==> src/hw/rtl/sb64_pkg.sv <==
// ----------------------------------------------------------------------------
// sb64_pkg: shared constants and types for the block sorter
// Key width, store depth and the order-mapping function.
// ----------------------------------------------------------------------------
package sb64_pkg;
	localparam int KEY_W       = 32;
	localparam int STORE_DEPTH = 64;
	localparam int DEF_BLOCK_KEYS = 64;
	localparam logic [KEY_W-1:0] SIGN_FLIP = 32'h8000_0000;

	typedef logic [KEY_W-1:0] key_t;

	// map a key so that an unsigned compare gives the selected order
	function automatic key_t order_of(input key_t k, input logic uns);
		return uns ? k : (k ^ SIGN_FLIP);
	endfunction
endpackage

==> src/hw/rtl/sort_block_of_64.sv <==
// ----------------------------------------------------------------------------
// sort_block_of_64: block sorter for up to BLOCK_KEYS 32-bit keys
// Keys are inserted into a memory-held sorted run one at a time; the run is
//   unloaded in ascending order when the block ends.
// ----------------------------------------------------------------------------
// Insertion: a key is taken in ST_IDLE; ST_RD reads the word below the hole
//   and ST_CMP either moves it up one slot and goes on down, each word read
//   through the single read port, or places the key; ST_IDLE then takes the
//   next key.
// One block at a time; busy stays high while inserting or unloading. Each
//   word is unloaded by ST_OUTRD (read) and ST_OUT (capture), with strobe
//   registered from ST_OUT; unloading starts after the last insertion ends.
// Results are strobed for one cycle each; the receiver cannot stall.
// Reset: clears the key count, the state and uns_q; memory holds
//   anything until written.
module sort_block_of_64
	import sb64_pkg::*;
#(
	parameter int BLOCK_KEYS = DEF_BLOCK_KEYS
) (
	input  logic       clk,
	input  logic       arst_n,
	input  logic       start,
	output logic       busy,
	input  logic [31:0] key_in,
	input  logic       last_in,
	input  logic       cfg_valid,
	output logic       cfg_ready,
	input  logic       cfg_data,
	output logic       strobe,
	output logic [31:0] key_out,
	output logic       last_out
);
	localparam int AW = $clog2(BLOCK_KEYS);
	localparam int CW = AW + 1;
	localparam logic [CW-1:0] LIMIT = CW'(BLOCK_KEYS);

	localparam logic [2:0] ST_IDLE  = 3'd0;
	localparam logic [2:0] ST_RD    = 3'd1; // read the entry below the hole
	localparam logic [2:0] ST_CMP   = 3'd2; // compare and shift up, or place
	localparam logic [2:0] ST_OUTRD = 3'd3;
	localparam logic [2:0] ST_OUT   = 3'd4;

	logic [2:0]    state_q;
	logic [CW-1:0] count_q;   // keys held in the sorted run
	logic [CW-1:0] hole_q;    // free slot being moved down
	logic          end_q;     // block ends after this insertion
	logic          uns_q;
	key_t          new_q;
	logic [CW-1:0] rd_q;      // unload position

	logic          we;
	logic [AW-1:0] waddr, raddr;
	key_t          wdata, rdata;

	sb64_store #(.DEPTH(BLOCK_KEYS)) u_store (
		.clk(clk), .we(we), .waddr(waddr), .wdata(wdata),
		.raddr(raddr), .rdata(rdata)
	);

	assign busy      = (state_q != ST_IDLE);
	assign cfg_ready = !busy;

	logic shift_up;
	logic move_up;
	assign shift_up = order_of(rdata, uns_q) > order_of(new_q, uns_q);
	// at slot 0 there is no word below: always place the new key
	assign move_up  = shift_up && (hole_q != '0);

	always_comb begin
		we    = 1'b0;
		waddr = hole_q[AW-1:0];
		wdata = new_q;
		raddr = AW'(hole_q - CW'(1));
		unique case (state_q)
			ST_CMP: begin
				we    = 1'b1;
				wdata = move_up ? rdata : new_q;
			end
			ST_OUTRD, ST_OUT: raddr = rd_q[AW-1:0];
			default: ;
		endcase
	end

	always_ff @(posedge clk or negedge arst_n) begin
		if (!arst_n) begin
			state_q  <= ST_IDLE;
			count_q  <= '0;
			hole_q   <= '0;
			end_q    <= 1'b0;
			uns_q    <= 1'b0;
			rd_q     <= '0;
			strobe   <= 1'b0;
			last_out <= 1'b0;
		end else begin
			strobe <= (state_q == ST_OUT);
			unique case (state_q)
				ST_IDLE: begin
					if (cfg_valid) begin
						uns_q <= cfg_data;
					end
					if (start) begin
						new_q   <= key_in;
						hole_q  <= count_q;
						end_q   <= last_in || (count_q + CW'(1) == LIMIT);
						state_q <= ST_RD;
					end
				end
				ST_RD: begin
					// wait for the read data
					state_q <= ST_CMP;
				end
				ST_CMP: begin
					if (move_up) begin
						// from slot 1 the word at slot 0 is already read:
						// place the key there next cycle
						hole_q  <= hole_q - CW'(1);
						state_q <= (hole_q == CW'(1)) ? ST_CMP : ST_RD;
					end else begin
						count_q <= count_q + CW'(1);
						if (end_q) begin
							rd_q    <= '0;
							state_q <= ST_OUTRD;
						end else begin
							state_q <= ST_IDLE;
						end
					end
				end
				ST_OUTRD: begin
					state_q <= ST_OUT;
				end
				ST_OUT: begin
					key_out  <= rdata;
					last_out <= (rd_q + CW'(1) == count_q);
					if (rd_q + CW'(1) == count_q) begin
						count_q <= '0;
						state_q <= ST_IDLE;
					end else begin
						rd_q    <= rd_q + CW'(1);
						state_q <= ST_OUTRD;
					end
				end
				default: state_q <= ST_IDLE;
			endcase
		end
	end
endmodule

==> src/hw/rtl/sb64_store.sv <==
// ----------------------------------------------------------------------------
// sb64_store: key memory
// One write port, one read port, read data registered.
// ----------------------------------------------------------------------------
module sb64_store
	import sb64_pkg::*;
#(
	parameter int DEPTH = STORE_DEPTH,
	localparam int AW = $clog2(DEPTH)
) (
	input  logic          clk,
	input  logic          we,
	input  logic [AW-1:0] waddr,
	input  key_t          wdata,
	input  logic [AW-1:0] raddr,
	output key_t          rdata
);
	key_t mem [DEPTH];

	always_ff @(posedge clk) begin
		if (we) begin
			mem[waddr] <= wdata;
		end
		rdata <= mem[raddr];
	end
endmodule

==> config.mk <==
export PLATFORM = sky130hd
export DESIGN_NAME = sort_block_of_64
export DESIGN_NICKNAME = d
export VERILOG_FILES = /design/src/hw/rtl/sb64_pkg.sv /design/src/hw/rtl/sort_block_of_64.sv /design/src/hw/rtl/sb64_store.sv
export SDC_FILE = /design/constraint.sdc
export NUM_CORES = 2
export LEC_CHECK = 0
export BUFFER_PORTS_ARGS = -buffer_cell sky130_fd_sc_hd__buf_2
export CAP_MARGIN = 0
export CORE_MARGIN = 3
export CORE_UTILIZATION = 49
export DETAILED_ROUTE_END_ITERATION = 10
export PLACE_DENSITY = 0.67
export RECOVER_POWER = 25
export SLEW_MARGIN = 5
export SYNTH_ARGS = -nofsm -noshare
export SYNTH_HDL_FRONTEND = slang
export SYNTH_SLANG_ARGS = --single-unit
==> constraint.sdc <==
create_clock -name clk -period 5.1 [get_ports clk]
set_input_delay 1.02 -clock clk [delete_from_list [all_inputs] [get_ports clk]]
set_output_delay 1.02 -clock clk [all_outputs]
set_load 0.05 [all_outputs]
-- Yosys cells after proc, flatten, opt, wreduce, memory -nomap -nowiden
Memories as Yosys holds them, arrays and structs flattened. A register that Yosys moved wholly into a read port is not among the register bits.
Cells that the tools add are included.
- register bits: 92
- RAM bits: 2048
- output and inout bits: 36
- logic and storage cells: 70
- memories kept: 1
- $add $sub $neg: 3
- $lt $le $gt $ge: 1
- equality and inequality tests: 13
- multiplexer cells: 24
- bitwise operators: 2
- reductions and logical operators: 16
- memories (memory ; words ; bits a word ; read ports ; clocked after Yosys merged registers in ; wr ports ; line ; source):
    u_store.mem ; 64 ; 32 ; 1 ; 1 ; 1 ; sb64_store.sv:18 ; key_t mem [DEPTH];
- operators with widths (cell ; count):
    32-bit 2-to-1 mux ; 4
    7-bit 2-to-1 mux ; 7
    7-bit case mux with 2 select lines ; 3
    32-bit greater-than comparator ; 1
    3-bit case mux with 5 select lines ; 1
    7-bit by 1-bit adder with 7-bit output, second input constant ; 2
    2-bit != test, second input constant ; 5
    3-bit AND reduction ; 3
    2-bit 2-to-1 mux ; 4
    7-bit by 1-bit equality test with 1-bit output, second input constant ; 1
    7-bit equality test ; 1
    7-bit equality test, second input constant ; 1
    7-bit nonzero test ; 1
    7-bit by 1-bit subtractor with 7-bit output, second input constant ; 1
    3-bit by 2-bit equality test with 1-bit output, second input constant ; 2
    6-bit 2-to-1 mux ; 1
    2-bit AND reduction ; 3
    4-bit AND reduction ; 1
    2-bit nonzero test ; 2
    3-bit by 1-bit equality test with 1-bit output, second input constant ; 1
    3-bit equality test, second input constant ; 1
    3-bit zero test ; 1
    1-bit 2-to-1 mux ; 3
    3-bit 2-to-1 mux ; 1
    7 further kinds ; 8

-- Logic depth before layout (Yosys ltp)
- word-level depth: 6
- mapped depth: 15

-- Modules after synthesis
From an unflattened synthesis, not the netlist that was laid out.
- cell total of the unflattened synthesis: 3803
- area, all modules: 83563.9 um^2
- modules (own cells, without submodules) (module ; times used ; cells an instance ; area each (um^2) ; seq. area each (um^2)):
    sb64_store ; 1 ; 3324 ; 78515.3 ; 62139.6
    sort_block_of_64 ; 1 ; 479 ; 5048.6 ; 2622.5

-- Worst setup path before layout
Ideal clock, no wire load.
- path type: register to register
- start point: reg new_q[27]
- end point: mem u_store.mem[0][1] (netlist name), data pin
- setup time: 702 ps
- arrival: 4638 ps
- data required time: 4398 ps
- path slack: -240 ps
- stages on the path, launching flop included: 12
- path buffers: 2
- period minus slack after synthesis: 5340 ps
- path through: edfxtp_1 inv_1 ha_1 nand4_1 or4_1 nor2_1 o2bb2ai_1 a31oi_1 and2_1 buf_2 clkbuf_1 o21ai_0
- word-level cells in the longest chain between the ends: 5
- RTL lines (what ; line ; source):
    start, declared ; sort_block_of_64.sv:49 ; key_t new_q;
    start signal, assigned ; sort_block_of_64.sv:103 ; new_q <= key_in;
    32-bit 2-to-1 mux ; sb64_pkg.sv:15 ; return uns ? k : (k ^ SIGN_FLIP);
    32-bit greater-than comparator ; sort_block_of_64.sv:66 ; assign shift_up = order_of(rdata, uns_q) > order_of(new_q, uns_q);
    1-bit logical AND ; sort_block_of_64.sv:68 ; assign move_up = shift_up && (hole_q != '0);
    32-bit 2-to-1 mux ; sort_block_of_64.sv:78 ; wdata = move_up ? rdata : new_q;
    32-bit 2-to-1 mux ; sort_block_of_64.sv:75 ; unique case (state_q)
    named net u_store.wdata[1] ; sb64_store.sv:14 ; input key_t wdata,
    end, declared ; sb64_store.sv:18 ;
The timed path passes the listed nets, and every way through them passes these cells.

-- Final worst setup path
- start point: reg state_q[0]
- end point: reg u_store.rdata[6], read port of u_store.mem
- word-level cells in the longest chain between the ends: 3
- RTL lines (what ; line ; source):
    start, declared ; sort_block_of_64.sv:44 ; logic [2:0] state_q;
    start signal, assigned ; sort_block_of_64.sv:118 ; state_q <= (hole_q == CW'(1)) ? ST_CMP : ST_RD;
    3-bit equality test / 3-bit by 2-bit equality test with 1-bit output (equally long branches) ; sort_block_of_64.sv:75 ;
    2-bit OR reduction (*) ; sort_block_of_64.sv:75 ;
    6-bit 2-to-1 mux (*) ; sort_block_of_64.sv:75 ;
    end, declared ; sb64_store.sv:16 ; output key_t rdata
Every way passes the cells marked *; elsewhere a longest branch is shown, timed or not.
A chain may end at the register's enable or synchronous reset.

==> flow_summary.ini <==
[global_route]
grt_pass1_vias = 52300
grt_usage_pct = 29.0
grt_first_pass_wirelength_microns = 378000
grt_start_max_net_pins = 105
gr-total-overflow = 0
antenna_found_initial = 27

[worst_setup_path]
crit_fanout = 45
start_kind = flip-flop
path_cells = nor2_1, nand2_1, inv_1, or3_4, and2_4, buf_12, buf_4, nand2_1, a311oi_1, buf_4, a31oi_1, o22ai_1, or3_1
worstPathBufferInverterCount = 4
end_kind = flip-flop
cp_top_family = simple AND/OR/NAND/NOR gates
crit_arrival_ps = 5510
required_ps = 5900
cp_slowest_stage_delay_ps = 710
cpMaxStageDelayCell = o22ai_1
critPathKind = reg2reg

[finish]
design_area_sq_um = 97700
stdcell_count = 8585
drive_above_1_share_pct = 12.3
final_nets = 6158
area_growth_pct = 13.9
final_util_pct = 56.5

[synthesis]
synth_ff_type = edfxtp_1
synth_area_sq_um = 85800
synth-edff-count = 2112
synth_nets = 5961
synth_seq_cells = 2172
ys_seq_area_share_pct = 75.5
ys_async_sr_fraction_pct = 1.29
ys_types = 73
synth_warnings = 0
syn-instance-count = 5888
synth_area_per_cell_sq_um = 14.6

[route]
ant_nets = 0
drtPass1Iterations = 7
avgRoutedWirePerCell_microns = 30.8
drtIter0Drc = 8458
route.vias.total = 55100
wl_met1_microns = 98300
drc = 0
via_per_inst = 6.42
wl_met2_microns = 119000
top_layer = met5
route.met3.wl_microns = 32700
wl_microns = 265000

[clocking]
cts_made_buffers = 209
clkTransAtPathRegs_ps = 60
clock-sinks = 2172
clock_path_buffers = 3
htree_levels = 4
cts_resized = 0
tritoncts = yes
clk_latency_ps = 870
cts-root-buf = clkbuf_16
cts_hold_buffers = 0
cts_setup_buffers = 0

[sta]
hold_viol_final = 0
min_period_ps = 4700
relSlewSlack_pct = -89.8
tightest_slew_ps = 2850
setup_slack_ps = 395
fin_worst_skew_ps = 70.7
rsz0062_at_grt = no
max_freq_ghz = 0.213
slew_viol_final = 579
setup_viol = 0
timing.final.crit_share_pct = 92.3

[flow_run]
drv_cap = 30

[placed_design]
place_inst = 8184
placed_area_sq_um = 91200
place_ws_ps = 749
hpwl_microns = 160000
gp_congestion = 0.935
port_buffers = 73

[floorplan]
dieArea_sq_um = 180000
die_width_microns = 424
pin_count = 74
num_rows = 152
start_util_pct = 49.6
core_area_sq_um = 173000
die_y_microns = 424

[status]
status = complete, but fails checks
violations = max-capacitance violations, max-slew violations

[hold_path]
hold_path_class = in2reg
==> cell type report <==
| class | instances | area [sq um] |
|---|---|---|
| Multi-Input combinational cell | 3272 | 19700 |
| Fill cell | 13400 | 75200 |
| Clock inverter | 118 | 1200 |
| Inverter | 41 | 154 |
| Clock buffer | 274 | 5690 |
| Antenna cell | 9 | 22.5 |
| Sequential cell | 2172 | 64800 |
| Timing Repair Buffer | 389 | 3280 |
| Tap cell | 2310 | 2890 |
==> layout by cell type (no fill, tap or decap), types with 32 or more instances in the layout <==
cell type,Yosys,routed
buf_2,154,36
a211oi_1,168,168
a311oi_1,155,155
ha_1,35,35
nand4_1,51,51
and3_1,186,186
dfxtp_1,32,32
nor2_1,87,45
a21oi_1,35,35
a31oi_1,105,105
o22ai_1,69,69
edfxtp_1,2112,2112
a32oi_1,174,174
clkbuf_1,172,99
buf_4,35,233
mux2_2,34,34
inv_1,40,41
nand2_1,1339,1338
mux2i_1,197,196
nor3_1,53,52
nor2_4,2,38
clkbuf_16,0,212
buf_12,0,53
clkinv_1,0,51
nand3_1,302,302
==> through the flow <==
step / TNS (ps) / hold slack (ps)
floorplan: -380690 / 425
CTS: 0 / 97.8
finish: 0 / 351
global route: 0 / 334
global placement: -413 / 441
detailed placement: 0 / 450
==> registers in the layout, summed over array words and instances, names as in the netlist <==
register / cells
count_q: 7
uns_q: 1
u_store.mem: 2048
new_q: 32
end_q: 1
strobe: 1
key_out: 32
hole_q: 7
u_store.rdata: 32
rd_q: 7
state_q: 3
last_out: 1
==> cell usage after synthesis, types with 9 or more instances <==
master	count	area [sq um]
edfxtp_1	2112	63400
nand2_1	1339	5030
nand3_1	302	1510
mux2i_1	197	1970
and3_1	186	1160
a32oi_1	174	1520
clkbuf_1	172	646
a211oi_1	168	1260
a311oi_1	155	1360
buf_2	154	771
a31oi_1	105	657
nor2_1	87	327
o22ai_1	69	432
o21ai_0	57	285
nor3_1	53	265
nand4_1	51	319
inv_1	40	150
a21oi_1	35	175
buf_4	35	263
ha_1	35	438
mux2_2	34	383
dfxtp_1	32	641
buf_1	29	109
dfrtp_1	28	701
or3_1	28	175
a32o_1	20	200
o31ai_1	17	128
o211ai_1	15	113
buf_6	13	146
mux2_1	13	146
a211o_1	9	78.8
and2_1	9	56.3
xnor2_1	9	78.8
==> routing by layer <==
metal  vias to the layer above  GRT usage, %
li1                      23100             -
met1                     27600          39.4
met2                      3672          43.6
met4                        14          14.6
met5                         -             0
met3                       701          7.45
==> path summary, 6_finish.rpt <==
check                                          start                        to  slack, ps  cells after the start
max                           state_q[0]$_DFFE_PN0P_  u_store.rdata[6]$_DFF_P_        400                     13
min                                       key_in[14]       new_q[14]$_DFFE_PP_        350                      1
max reg2reg                   state_q[0]$_DFFE_PN0P_  u_store.rdata[6]$_DFF_P_        400                     13
min reg2reg                u_store.rdata[26]$_DFF_P_     key_out[26]$_DFFE_PP_        470                      0
max in group asynchronous                     arst_n    count_q[2]$_DFFE_PN0P_       3420                      2
min in group asynchronous                     arst_n       rd_q[3]$_DFFE_PN0P_        360                      1
==> kinds of logic after synthesis <==
| family | after synthesis | share of synthesized area, % |
|---|---|---|
| DFF | 2172 | 75.5 |
| AOI/OAI and AO/OA | 866 | 7.68 |
| xor gates and xnor gates | 18 | 0.216 |
| muxes | 244 | 2.91 |
| adders and majority gates | 35 | 0.510 |
| and+or+nand+nor | 2109 | 10.8 |
| buffers and inverters | 444 | 2.43 |
Power is not shown: default switching activity piles up to over one toggle a cycle in this logic, so the estimate is an artifact.
